===== config.mk =====
export PLATFORM = sky130hd
export DESIGN_NAME = eased_position_move_controller_core
export DESIGN_NICKNAME = d
export VERILOG_FILES = /design/src/rtl/core/epmc_pkg.sv /design/src/rtl/core/epmc_div.sv /design/src/rtl/core/eased_position_move_controller_core.sv
export VERILOG_INCLUDE_DIRS = /design/src /design/src/rtl/core
export SDC_FILE = /design/constraint.sdc
export NUM_CORES = 2
export LEC_CHECK = 0
export ABC_CLOCK_PERIOD_IN_PS = 16140
export BUFFER_PORTS_ARGS = -buffer_cell sky130_fd_sc_hd__clkbuf_2
export CORE_MARGIN = 2
export CORE_UTILIZATION = 60
export CTS_CLUSTER_DIAMETER = 100
export DETAILED_ROUTE_END_ITERATION = 10
export GPL_TIMING_DRIVEN = 0
export PLACE_DENSITY = 0.73
export SLEW_MARGIN = 40
export SYNTH_ARGS = -nofsm -noshare
export SYNTH_HDL_FRONTEND = slang
export SYNTH_SLANG_ARGS = --single-unit

===== constraint.sdc =====
create_clock -name i_clk -period 16.14 [get_ports i_clk]
set_clock_uncertainty 0.15 [all_clocks]
set_input_delay 0.807 -clock i_clk [delete_from_list [all_inputs] [get_ports i_clk]]
set_output_delay 0.807 -clock i_clk [all_outputs]
set_load 0.05 [all_outputs]

===== src/rtl/core/eased_position_move_controller_core_assert.svh =====
// Assertion macros used by the core module.
`ifndef EASED_POSITION_MOVE_CONTROLLER_CORE_ASSERT_SVH
`define EASED_POSITION_MOVE_CONTROLLER_CORE_ASSERT_SVH

`ifndef NO_ASSERTIONS
`define EPMC_ASSERT_IMPL(label, clk, rst_n, ante, cons) \
    label: assert property (@(posedge clk) disable iff (!rst_n) (ante) |-> (cons)) \
        else $error("eased position move controller check failed");
`define EPMC_ASSERT_NEXT(label, clk, rst_n, ante, cons) \
    label: assert property (@(posedge clk) disable iff (!rst_n) (ante) |=> (cons)) \
        else $error("eased position move controller check failed");
`else
`define EPMC_ASSERT_IMPL(label, clk, rst_n, ante, cons)
`define EPMC_ASSERT_NEXT(label, clk, rst_n, ante, cons)
`endif

`endif


===== src/rtl/core/epmc_pkg.sv =====
`default_nettype none
package epmc_pkg;

    localparam int POSITION_BITS = 24;
    localparam int REQ_BITS = 2;
    localparam int SPEED_BITS = 8;
    localparam int PROD_BITS = 2 * POSITION_BITS;
    localparam int DIV_CNT_BITS = $clog2(PROD_BITS);
    localparam int IN_FIELD_BITS = 2 * POSITION_BITS;
    localparam int IN_TDATA_BITS = ((IN_FIELD_BITS + 7) / 8) * 8;
    localparam int OUT_FIELD_BITS = SPEED_BITS + 3;
    localparam int OUT_TDATA_BITS = ((OUT_FIELD_BITS + 7) / 8) * 8;
    localparam int CFG_INDEX_BITS = 1;

    localparam logic [REQ_BITS-1:0] REQ_TICK = 2'd0;
    localparam logic [REQ_BITS-1:0] REQ_ABS  = 2'd1;
    localparam logic [REQ_BITS-1:0] REQ_REL  = 2'd2;

    localparam logic [CFG_INDEX_BITS-1:0] CFG_LOWER = 1'b0;
    localparam logic [CFG_INDEX_BITS-1:0] CFG_UPPER = 1'b1;

    localparam logic [SPEED_BITS-1:0] SPEED_MAX  = 8'd255;
    localparam logic [SPEED_BITS-1:0] SPEED_BASE = 8'd100;
    localparam logic [SPEED_BITS-1:0] EASE_SAT   = SPEED_MAX - SPEED_BASE;

    localparam logic [POSITION_BITS-1:0] UPPER_RESET = {1'b0, {(POSITION_BITS-1){1'b1}}};

    typedef struct packed {
        logic busy;
        logic done;
    } t_div_status;

endpackage
`default_nettype wire


===== src/rtl/core/epmc_div.sv =====
`default_nettype none
module epmc_div (
    input  logic                                i_clk,
    input  logic                                i_rst_n,
    input  logic                                i_start,
    input  logic [epmc_pkg::PROD_BITS-1:0]      i_dividend,
    input  logic [epmc_pkg::POSITION_BITS-1:0]  i_divisor,
    output logic [epmc_pkg::PROD_BITS-1:0]      o_quotient,
    output epmc_pkg::t_div_status               o_status
);
    import epmc_pkg::*;

    logic [POSITION_BITS:0]   r_rem;
    logic [PROD_BITS-1:0]     r_quo;
    logic [POSITION_BITS-1:0] r_divisor;
    logic [DIV_CNT_BITS-1:0]  r_cnt;
    logic                     r_busy;
    logic                     r_done;

    logic [POSITION_BITS:0]   w_trial;
    logic                     w_fits;

    assign w_trial = {r_rem[POSITION_BITS-1:0], r_quo[PROD_BITS-1]};
    assign w_fits  = (w_trial >= {1'b0, r_divisor});

    always_ff @(posedge i_clk) begin
        if (!i_rst_n) begin
            r_busy <= 1'b0;
            r_done <= 1'b0;
            r_cnt  <= '0;
        end else begin
            r_done <= 1'b0;
            if (i_start) begin
                r_busy <= 1'b1;
                r_cnt  <= '0;
            end else if (r_busy) begin
                r_cnt <= r_cnt + 1'b1;
                if (r_cnt == DIV_CNT_BITS'(PROD_BITS - 1)) begin
                    r_busy <= 1'b0;
                    r_done <= 1'b1;
                end
            end
        end
    end

    always_ff @(posedge i_clk) begin
        if (i_start) begin
            r_rem     <= '0;
            r_quo     <= i_dividend;
            r_divisor <= i_divisor;
        end else if (r_busy) begin
            r_rem <= w_fits ? (w_trial - {1'b0, r_divisor}) : w_trial;
            r_quo <= {r_quo[PROD_BITS-2:0], w_fits};
        end
    end

    assign o_quotient    = r_quo;
    assign o_status.busy = r_busy;
    assign o_status.done = r_done;

endmodule
`default_nettype wire


===== src/rtl/core/eased_position_move_controller_core.sv =====
// Channel     Direction  Payload (lowest bit first)
// s_axis      in         tdata: position, target_value; tuser: req_type
// m_axis      out        tdata: drive_speed, drive_retract, moving, arrived
// cfg write   in         index 0 lower_limit, index 1 upper_limit
//
// A moving tick steps through S_EVAL, S_MUL, S_DSTART, 48 divider steps in S_DIV,
// one quotient bit each, and S_DONE; the next item is taken back in S_IDLE.
// A tick whose goal equals its start skips the divider, going from S_MUL to
// S_DONE; every other item goes from S_EVAL straight to S_DONE.
// Reset is synchronous and active low; no clearing pass is needed.
// A result waits in the output register while m_axis_tready is low; the next item
// is still taken, and it holds in its final step until the register is free.
`default_nettype none
`include "eased_position_move_controller_core_assert.svh"
module eased_position_move_controller_core (
    input  logic                                   i_clk,
    input  logic                                   i_rst_n,
    input  logic                                   i_cfg_we,
    input  logic [epmc_pkg::CFG_INDEX_BITS-1:0]    i_cfg_index,
    input  logic [epmc_pkg::POSITION_BITS-1:0]     i_cfg_wdata,
    input  logic                                   s_axis_tvalid,
    output logic                                   s_axis_tready,
    // position, target_value
    input  logic [epmc_pkg::IN_TDATA_BITS-1:0]     s_axis_tdata,
    // req_type
    input  logic [epmc_pkg::REQ_BITS-1:0]          s_axis_tuser,
    output logic                                   m_axis_tvalid,
    input  logic                                   m_axis_tready,
    // drive_speed, drive_retract, moving, arrived
    output logic [epmc_pkg::OUT_TDATA_BITS-1:0]    m_axis_tdata
);
    import epmc_pkg::*;

    localparam logic [2:0] S_IDLE   = 3'd0;
    localparam logic [2:0] S_EVAL   = 3'd1;
    localparam logic [2:0] S_MUL    = 3'd2;
    localparam logic [2:0] S_DSTART = 3'd3;
    localparam logic [2:0] S_DIV    = 3'd4;
    localparam logic [2:0] S_DONE   = 3'd5;

    localparam int P = POSITION_BITS;

    logic [2:0]                  r_state;
    logic signed [P-1:0]         r_lower;
    logic signed [P-1:0]         r_upper;
    logic                        r_mode;
    logic signed [P-1:0]         r_goal;
    logic signed [P-1:0]         r_start;
    logic [SPEED_BITS-1:0]       r_speed;
    logic                        r_retract;
    logic                        r_arrived;
    logic [REQ_BITS-1:0]         r_req;
    logic signed [P-1:0]         r_pos;
    logic signed [P-1:0]         r_val;
    logic [P-1:0]                r_a;
    logic [P-1:0]                r_b;
    logic [P-1:0]                r_d;
    logic [PROD_BITS-1:0]        r_prod;
    logic                        r_out_valid;
    logic [OUT_TDATA_BITS-1:0]   r_out_data;

    logic signed [P:0]           w_pos_x;
    logic signed [P:0]           w_start_x;
    logic signed [P:0]           w_goal_x;
    logic signed [P:0]           w_lower_x;
    logic signed [P:0]           w_upper_x;
    logic signed [P:0]           w_diff_a;
    logic signed [P:0]           w_diff_b;
    logic signed [P:0]           w_diff_d;
    logic signed [P:0]           w_cand;
    logic signed [P:0]           w_low_clip;
    logic signed [P:0]           w_clamped;
    logic                        w_in_acc;
    logic                        w_out_free;
    logic [PROD_BITS-1:0]        w_quo;
    t_div_status                 w_div_status;

    function automatic logic [P-1:0] f_mag(input logic signed [P:0] x);
        logic signed [P:0] m;
        m = x[P] ? -x : x;
        return m[P-1:0];
    endfunction

    assign w_pos_x   = {r_pos[P-1], r_pos};
    assign w_start_x = {r_start[P-1], r_start};
    assign w_goal_x  = {r_goal[P-1], r_goal};
    assign w_lower_x = {r_lower[P-1], r_lower};
    assign w_upper_x = {r_upper[P-1], r_upper};
    assign w_diff_a  = w_pos_x - w_start_x;
    assign w_diff_b  = w_pos_x - w_goal_x;
    assign w_diff_d  = w_goal_x - w_start_x;

    assign w_cand     = (r_req == REQ_ABS) ? {r_val[P-1], r_val}
                                           : (w_pos_x + {r_val[P-1], r_val});
    assign w_low_clip = (w_cand < w_upper_x) ? w_cand : w_upper_x;
    assign w_clamped  = (w_low_clip > w_lower_x) ? w_low_clip : w_lower_x;

    assign s_axis_tready = (r_state == S_IDLE);
    assign w_in_acc      = s_axis_tvalid && s_axis_tready;
    assign w_out_free    = !r_out_valid || m_axis_tready;

    epmc_div u_div (
        .i_clk      (i_clk),
        .i_rst_n    (i_rst_n),
        .i_start    (r_state == S_DSTART),
        .i_dividend (r_prod),
        .i_divisor  (r_d),
        .o_quotient (w_quo),
        .o_status   (w_div_status)
    );

    always_ff @(posedge i_clk) begin
        if (!i_rst_n) begin
            r_lower <= '0;
        end else if (i_cfg_we && i_cfg_index == CFG_LOWER) begin
            r_lower <= i_cfg_wdata;
        end
    end

    always_ff @(posedge i_clk) begin
        if (!i_rst_n) begin
            r_upper <= UPPER_RESET;
        end else if (i_cfg_we && i_cfg_index == CFG_UPPER) begin
            r_upper <= i_cfg_wdata;
        end
    end

    always_ff @(posedge i_clk) begin
        if (w_in_acc) begin
            r_req <= s_axis_tuser;
            r_pos <= s_axis_tdata[P-1:0];
            r_val <= s_axis_tdata[2*P-1:P];
        end
        if (r_state == S_EVAL) begin
            r_a <= f_mag(w_diff_a);
            r_b <= f_mag(w_diff_b);
            r_d <= f_mag(w_diff_d);
        end
        if (r_state == S_MUL) begin
            r_prod <= {{P{1'b0}}, r_a} * {{P{1'b0}}, r_b};
        end
    end

    always_ff @(posedge i_clk) begin
        if (!i_rst_n) begin
            r_state     <= S_IDLE;
            r_mode      <= 1'b0;
            r_goal      <= '0;
            r_start     <= '0;
            r_speed     <= '0;
            r_retract   <= 1'b0;
            r_arrived   <= 1'b0;
            r_out_valid <= 1'b0;
        end else begin
            if (r_state == S_DONE && w_out_free) begin
                r_out_valid <= 1'b1;
            end else if (r_out_valid && m_axis_tready) begin
                r_out_valid <= 1'b0;
            end
            case (r_state)
                S_IDLE: begin
                    if (w_in_acc) begin
                        r_state <= S_EVAL;
                    end
                end
                S_EVAL: begin
                    r_arrived <= (r_req == REQ_TICK) && r_mode && (r_pos == r_goal);
                    if (r_req == REQ_ABS || r_req == REQ_REL) begin
                        r_mode  <= 1'b1;
                        r_start <= r_pos;
                        r_goal  <= w_clamped[P-1:0];
                        r_state <= S_DONE;
                    end else if (r_req == REQ_TICK && r_mode) begin
                        if (r_pos == r_goal) begin
                            r_mode    <= 1'b0;
                            r_goal    <= '0;
                            r_start   <= '0;
                            r_speed   <= '0;
                            r_state   <= S_DONE;
                        end else begin
                            r_retract <= (r_goal < r_start);
                            r_state   <= S_MUL;
                        end
                    end else begin
                        r_state <= S_DONE;
                    end
                end
                S_MUL: begin
                    if (r_d == '0) begin
                        r_speed <= SPEED_BASE;
                        r_state <= S_DONE;
                    end else begin
                        r_state <= S_DSTART;
                    end
                end
                S_DSTART: begin
                    r_state <= S_DIV;
                end
                S_DIV: begin
                    if (w_div_status.done) begin
                        if (w_quo >= PROD_BITS'(EASE_SAT)) begin
                            r_speed <= SPEED_MAX;
                        end else begin
                            r_speed <= w_quo[SPEED_BITS-1:0] + SPEED_BASE;
                        end
                        r_state <= S_DONE;
                    end
                end
                S_DONE: begin
                    if (w_out_free) begin
                        r_state <= S_IDLE;
                    end
                end
                default: begin
                    r_state <= S_IDLE;
                end
            endcase
        end
    end

    always_ff @(posedge i_clk) begin
        if (r_state == S_DONE && w_out_free) begin
            r_out_data <= {{(OUT_TDATA_BITS-OUT_FIELD_BITS){1'b0}},
                           r_arrived, r_mode, r_retract, r_speed};
        end
    end

    assign m_axis_tvalid = r_out_valid;
    assign m_axis_tdata  = r_out_data;

    `EPMC_ASSERT_NEXT(a_accept_eval, i_clk, i_rst_n, w_in_acc, r_state == S_EVAL)
    `EPMC_ASSERT_IMPL(a_idle_stopped, i_clk, i_rst_n, !r_mode, r_speed == '0)
    `EPMC_ASSERT_IMPL(a_done_in_div, i_clk, i_rst_n, w_div_status.done, r_state == S_DIV)
    `EPMC_ASSERT_IMPL(a_div_running, i_clk, i_rst_n, r_state == S_DIV, w_div_status.busy || w_div_status.done)

endmodule
`default_nettype wire


# After elaboration in Yosys (flattened, before gate mapping)
# Cells that the tools add are included.
# Widths: inputs -> output; s select.
# totals
ff_bits	396
latch_bits	0
mem_bits_rw	0
rom_bits	0
input_bits	80
out_inout_bits	18
word_cells	122
memories	0
# op_classes
addsub	10
mul	1
div	0
n_lt_le_gt_ge	5
n_eq_ne	16
n_shift	0
n_mux	37
bitwise	5
reduce_logical	24
# op_table
cell	count
$mux 24	9
$mux 48	2
$sub 24x24->25	3
$neg 24->24	3
$mux 25	2
$ge 48x8->1 const B	1
$mul 24x24->48	1
$mux 8	6
$add 24x24->25	1
$ge 25x24->1	1
$gt 25x24->1	1
$lt 25x24->1	1
$eq 24x24->1	1
$logic_not 24->1	1
$lt 24x24->1	1
$pmux 8 s3	1
$sub 24x24->24	1
$mux 3	7
$pmux 3 s6	1
$ne 2x1->1 const B	5
$mux 1	9
$add 8x7->8 const B	1
$reduce_bool 2->1	4
$logic_and 1x1->1	7
19 further kinds	28

# Logic depth before layout (Yosys ltp)
# logic_depth
word_depth	7
depth_mapped	35

# Modules after synthesis
# Synthesis repeated with hierarchy kept, for this count alone.
# hier_totals
cells_unflattened	4538
area_unflattened_um2	42508.3
# modules_own_cells
module	instances	cells_per_inst	area_each_um2
eased_position_move_controller_core	1	4053	37118.1
epmc_div	1	485	5390.2

# Worst setup path after synthesis
# Ideal clock, no wire load.
# synth_timing
path_kind	register -> register
start	reg r_b[9]
end	reg r_prod[43] (data pin)
setup_ns	0.265
arrival_ns	6.511
slack_ns	9.214
path_stages_with_launch	26
path_buffers	1
period_less_slack_ns	6.926
cell_sequence	edfxtp_1 clkbuf_1 nand2_1 fa_1 inv_1 fa_1 inv_1 fa_1 inv_1 fa_1 inv_1 fa_1 fa_1 inv_1 fa_1 ha_1 a21o_1 a211oi_1 nand2_1 o21ai_0 o21ai_0 o21ai_1 o31ai_1 a211oi_1 o21ai_0 xor2_1
# synth_via
elab_chain_cells	1
# synth_rtl
item	line	rtl
start, declared	eased_position_move_controller_core.sv:56	logic [P-1:0] r_b;
start signal, assigned	eased_position_move_controller_core.sv:136	r_b <= f_mag(w_diff_b);
$mul 24x24->48	eased_position_move_controller_core.sv:140	r_prod <= {{P{1'b0}}, r_a} * {{P{1'b0}}, r_b};
end signal, assigned	eased_position_move_controller_core.sv:140	
end, declared	eased_position_move_controller_core.sv:58	logic [PROD_BITS-1:0] r_prod;
# No other way between the ends.
# A chain may end at the register's enable or synchronous reset.

# Final worst setup path
# layout_timing
start	reg r_pos[1]
end	reg r_goal[14]
# layout_via
elab_chain_cells	7
word_cells_on_any_way	10
cone_classes	add/sub (1); order compare (2); eq/ne (1); mux (4); reduce/logical (2)
# layout_rtl
item	line	rtl
start, declared	eased_position_move_controller_core.sv:53	logic signed [P-1:0] r_pos;
start signal, assigned	eased_position_move_controller_core.sv:131	r_pos <= s_axis_tdata[P-1:0];
$add 24x24->25	eased_position_move_controller_core.sv:94	: (w_pos_x + {r_val[P-1], r_val});
$mux 25	eased_position_move_controller_core.sv:93	assign w_cand = (r_req == REQ_ABS) ? {r_val[P-1], r_val}
$lt 25x24->1	eased_position_move_controller_core.sv:95	assign w_low_clip = (w_cand < w_upper_x) ? w_cand : w_upper_x;
$mux 25	eased_position_move_controller_core.sv:95	
$gt 25x24->1	eased_position_move_controller_core.sv:96	assign w_clamped = (w_low_clip > w_lower_x) ? w_low_clip : w_lower_x;
$mux 24	eased_position_move_controller_core.sv:96	
$mux 24	eased_position_move_controller_core.sv:168	if (r_req == REQ_ABS || r_req == REQ_REL) begin
end signal, assigned	eased_position_move_controller_core.sv:171	r_goal <= w_clamped[P-1:0];
end, declared	eased_position_move_controller_core.sv:47	logic signed [P-1:0] r_goal;
# Several ways; a longest one is shown, not always the timed one.

==> flow_summary.html <==
<table>
<tr><th>Metric</th><th>Value</th></tr>
<tr><th colspan="2">Die</th></tr>
<tr><td>Ports placed on the boundary</td><td>98</td></tr>
<tr><td>Total Die Area</td><td>0.07392 mm2</td></tr>
<tr><td>Horizontal die dimension</td><td>about 270 um</td></tr>
<tr><td>Standard-cell rows</td><td>98</td></tr>
<tr><td>Starting utilization of the core area</td><td>just over 60%</td></tr>
<tr><td>Floorplan die height</td><td>271.9 um</td></tr>
<tr><td>Total core area</td><td>0.07124 mm2</td></tr>
<tr><th colspan="2">Clock network</th></tr>
<tr><td>Post-cts resize count</td><td>0</td></tr>
<tr><td>TritonCTS clock tree</td><td>built</td></tr>
<tr><td>Total clock buffers created by CTS</td><td>45</td></tr>
<tr><td>Clk sink count</td><td>396</td></tr>
<tr><td>Clock root buffer</td><td>sky130_fd_sc_hd__clkbuf_16</td></tr>
<tr><td>Hold-fix buffers at CTS</td><td>0</td></tr>
<tr><td>Clock-pin slew on the worst setup and hold paths</td><td>approximately 70 ps</td></tr>
<tr><td>Number of buffers added for setup after CTS</td><td>0</td></tr>
<tr><td>CTS HTree Levels</td><td>2</td></tr>
<tr><td>Skew-Pair Late Insertion Delay</td><td>640 ps</td></tr>
<tr><td>CTS Buffer Depth</td><td>3</td></tr>
<tr><th colspan="2">STA</th></tr>
<tr><td>Min Tclk post-route</td><td>9026 ps</td></tr>
<tr><td>Rel. slew slack</td><td>36.76%</td></tr>
<tr><td>Number of max-slew violations in the final report</td><td>0</td></tr>
<tr><td>Maximum clock rate</td><td>110.8 MHz</td></tr>
<tr><td>Total Negative Setup Slacks</td><td>0 ps</td></tr>
<tr><td>Ratio of final minimum period to clock period</td><td>between 50% and 60%</td></tr>
<tr><td>Final count of hold timing violations</td><td>0</td></tr>
<tr><td>Count of endpoints failing setup in the final report</td><td>0</td></tr>
<tr><td>Setup repair after global routing missed its margin</td><td>false</td></tr>
<tr><td>Transition at the pin with the smallest max-transition slack</td><td>948.5 ps</td></tr>
<tr><th colspan="2">Logic synthesis</th></tr>
<tr><td>Warnings, synthesis</td><td>0</td></tr>
<tr><td>Portion of the post-synthesis area used by sequential elements</td><td>24.30%</td></tr>
<tr><td>Post-synth design cell area</td><td>0.04305 mm2</td></tr>
<tr><td>Cell count after synthesis</td><td>4785</td></tr>
<tr><td>Number of flops mapped to enable cells by yosys</td><td>approximately 250</td></tr>
<tr><td>Number of synthesized register bits</td><td>roughly 400</td></tr>
<tr><td>Most common flop cell mapped by yosys</td><td>sky130_fd_sc_hd__edfxtp_1</td></tr>
<tr><td>Mean cell area of the mapped netlist</td><td>8.998 um2</td></tr>
<tr><td>Synth cell types</td><td>between 90 and 100</td></tr>
<tr><td>Proportion of register bits with asynchronous set or reset after synthesis</td><td>0%</td></tr>
<tr><th colspan="2">Finish</th></tr>
<tr><td>Synth-to-Final Area Change</td><td>7.864%</td></tr>
<tr><td>Storage element area</td><td>0.01046 mm2</td></tr>
<tr><td>Footprint of the multi-input gates</td><td>0.02911 mm2</td></tr>
<tr><td>Number of cells in the finished layout apart from fillers</td><td>5926</td></tr>
<tr><td>Final net count</td><td>~6000</td></tr>
<tr><td>Layout cell share with drive strength beyond 1</td><td>4.964%</td></tr>
<tr><td>Final core utilization</td><td>65.19%</td></tr>
<tr><td>Diode insertion count for antenna repair</td><td>0</td></tr>
<tr><td>Count of fill cells added during filler insertion</td><td>6026</td></tr>
<tr><th colspan="2">Setup path</th></tr>
<tr><td>Arrival time at the worst endpoint</td><td>9390 ps</td></tr>
<tr><td>CP Launch Type</td><td>flip-flop</td></tr>
<tr><td>Required arrival time at the worst endpoint</td><td>16500 ps</td></tr>
<tr><td>Setup crit end kind</td><td>flip-flop</td></tr>
<tr><td>Category of the most critical setup path</td><td>flip-flop to flip-flop</td></tr>
<tr><td>Slowest stage cell on the critical path</td><td>sky130_fd_sc_hd__edfxtp_1</td></tr>
<tr><td>Biggest cell delay along the critical path</td><td>640 ps</td></tr>
<tr><td>Largest driver fanout on the critical path</td><td>10</td></tr>
<tr><td>Most frequent cell on the critical path</td><td>sky130_fd_sc_hd__a21oi_1</td></tr>
<tr><th colspan="2">Global routing</th></tr>
<tr><td>Initial antenna violation count</td><td>5</td></tr>
<tr><td>Largest net degree at the start of global routing</td><td>45</td></tr>
<tr><td>Total congestion overflow after global routing</td><td>0</td></tr>
<tr><td>Number of global-route vias before repair</td><td>approximately 34000</td></tr>
<tr><td>Overall Global Routing Usage</td><td>approximately a third</td></tr>
<tr><td>First-pass GRT wire length</td><td>194300 um</td></tr>
<tr><th colspan="2">Route</th></tr>
<tr><td>Average vias per placed instance</td><td>5.866</td></tr>
<tr><td>Detailed-route DRC error count</td><td>0</td></tr>
<tr><td>Pre-Repair DR Iteration Count</td><td>8</td></tr>
<tr><td>Average routed wire per standard cell</td><td>21.28 um</td></tr>
<tr><td>Drt first-iter violations</td><td>3357</td></tr>
<tr><td>Antenna-violating nets left</td><td>0</td></tr>
<tr><td>Vias</td><td>34760</td></tr>
<tr><td>Post-detailed-routing wire length</td><td>126100 um</td></tr>
<tr><th colspan="2">Worst hold path</th></tr>
<tr><td>Tightest Hold Check Type</td><td>input pin to flip-flop</td></tr>
<tr><th colspan="2">Place</th></tr>
<tr><td>IO Port Bufs</td><td>92</td></tr>
<tr><td>Global placer's final weighted congestion</td><td>1.037</td></tr>
<tr><td>Estimated wirelength of the detail-placed design</td><td>103200 um</td></tr>
<tr><td>Number of placed cells counting well taps</td><td>5842</td></tr>
<tr><th colspan="2">Flow run</th></tr>
<tr><td>Max-cap violation count</td><td>0</td></tr>
<tr><th colspan="2">Outcome</th></tr>
<tr><td>Outcome</td><td>finished, final reports clean</td></tr>
</table>
[flip-flops by register name (all words and copies together), names as in the netlist]
name	cells
r_prod	48
u_div.o_quotient	48
r_a	24
r_b	24
r_d	24
r_goal	24
r_lower	24
r_pos	24
r_start	24
r_upper	24
r_val	24
u_div.r_divisor	24
u_div.r_rem	24
m_axis_tdata	11
r_speed	8
u_div.r_cnt	6
r_state	3
r_req	2
m_axis_tvalid	1
r_arrived	1
r_mode	1
r_retract	1
u_div.r_busy	1
u_div.r_done	1
[synth_stat cells, drive strengths merged (15+ instances only)]
library cell / number / area share [%]
dfxtp: 143 / 6.6
ha: 352 / 10
o21bai: 16 / 0.28
fa: 487 / 23
mux2: 16 / 0.42
o211ai: 38 / 0.66
and2: 231 / 3.4
and3: 18 / 0.26
nor4: 27 / 0.39
buf: 23 / 0.30
xnor2: 138 / 2.8
nor2: 202 / 1.8
nand3: 69 / 0.80
nand4: 41 / 0.60
clkbuf: 199 / 1.7
or3: 15 / 0.22
o21a: 25 / 0.44
inv: 707 / 6.2
o21ai: 159 / 1.8
nand2: 780 / 6.8
xor2: 71 / 1.4
nand2b: 33 / 0.48
a31oi: 27 / 0.39
edfxtp: 253 / 18
a21oi: 207 / 2.4
nor2b: 41 / 0.60
a21boi: 64 / 1.1
o31ai: 16 / 0.28
mux2i: 27 / 0.63
nor3: 46 / 0.55
a21o: 98 / 1.7
a211oi: 37 / 0.66
[worst paths after layout]
kind	from	endpoint	slack, ps	depth (start not counted)
max	r_pos[1]	r_goal[14]	7110	32
min	s_axis_tdata[45]	r_val[21]	200	1
max reg2reg	r_pos[1]	r_goal[14]	7110	32
min reg2reg	r_speed[6]	m_axis_tdata[6]	260	0
[cell usage in the layout, fill, tap and decap left out, drive strengths merged, types with 33 or more instances in the layout]
cell type / Yosys / routed
a211oi: 37 / 37
a21boi: 64 / 64
a21o: 98 / 98
a21oi: 207 / 207
and2: 231 / 231
buf: 23 / 34
clkbuf: 199 / 345
dfxtp: 143 / 143
edfxtp: 253 / 253
fa: 487 / 487
ha: 352 / 352
inv: 707 / 712
nand2: 780 / 780
nand2b: 33 / 33
nand3: 69 / 69
nand4: 41 / 41
nor2: 202 / 202
nor2b: 41 / 41
nor3: 46 / 46
o211ai: 38 / 38
o21ai: 159 / 159
xnor2: 138 / 138
xor2: 71 / 71
[per-layer routing]
layer / share of wire [%] / up-vias / global-route usage (%)
met5: 0.10 / - / 1.284
met4: 3.9 / 2 / 11.44
met3: 13 / 292 / 11.30
met2: 42 / 1709 / 51.32
met1: 41 / 16710 / 47.67
li1: - / 16050 / -
[layout make-up]
class / count / share of cell area [%]
Inverter: 708 / 5.728
Tap cell: 950 / 2.560
Buffer: 222 / 1.913
Sequential cell: 396 / 22.52
Timing Repair Buffer: 103 / 1.272
Clock inverter: 30 / 0.7409
Multi-Input combinational cell: 3463 / 62.68
Clock buffer: 54 / 2.586
[kinds of logic after synthesis]
logic type,count (synthesis),synth area share (%)
fa+ha+maj,839,32.87
flops,396,24.30
buf+inv,930,8.204
simple gates,1555,16.81
other cells,1,0.008710
xor+xnor,209,4.252
compound gates,812,12.51
mux,43,1.046
[through the flow]
step | cell area, um2 | worst slack (ps) | hold WS [ps]
global placement | 44720 | 7435 | 252.8
global route | 46440 | 6750 | 183.4
detailed placement | 44870 | 7468 | 260.3
CTS | 46420 | 7443 | 176.5
finish | 46440 | 7114 | 197.1
floorplan | 43070 | 9214 | 249.5
[critical path, delay by kind of cell, from the launching register on]
kind,cells,cell delay (ps)
xor gates and xnor gates,1,250
buffers and inverters,5,1770
AOI/OAI and AO/OA,18,4300
adders and majority gates,3,1160
DFF,1,640
and+or+nand+nor,5,650
Power is left out: the tool's default activity adds up to more than one toggle a clock period on the data nets, which glitch-free logic cannot reach.
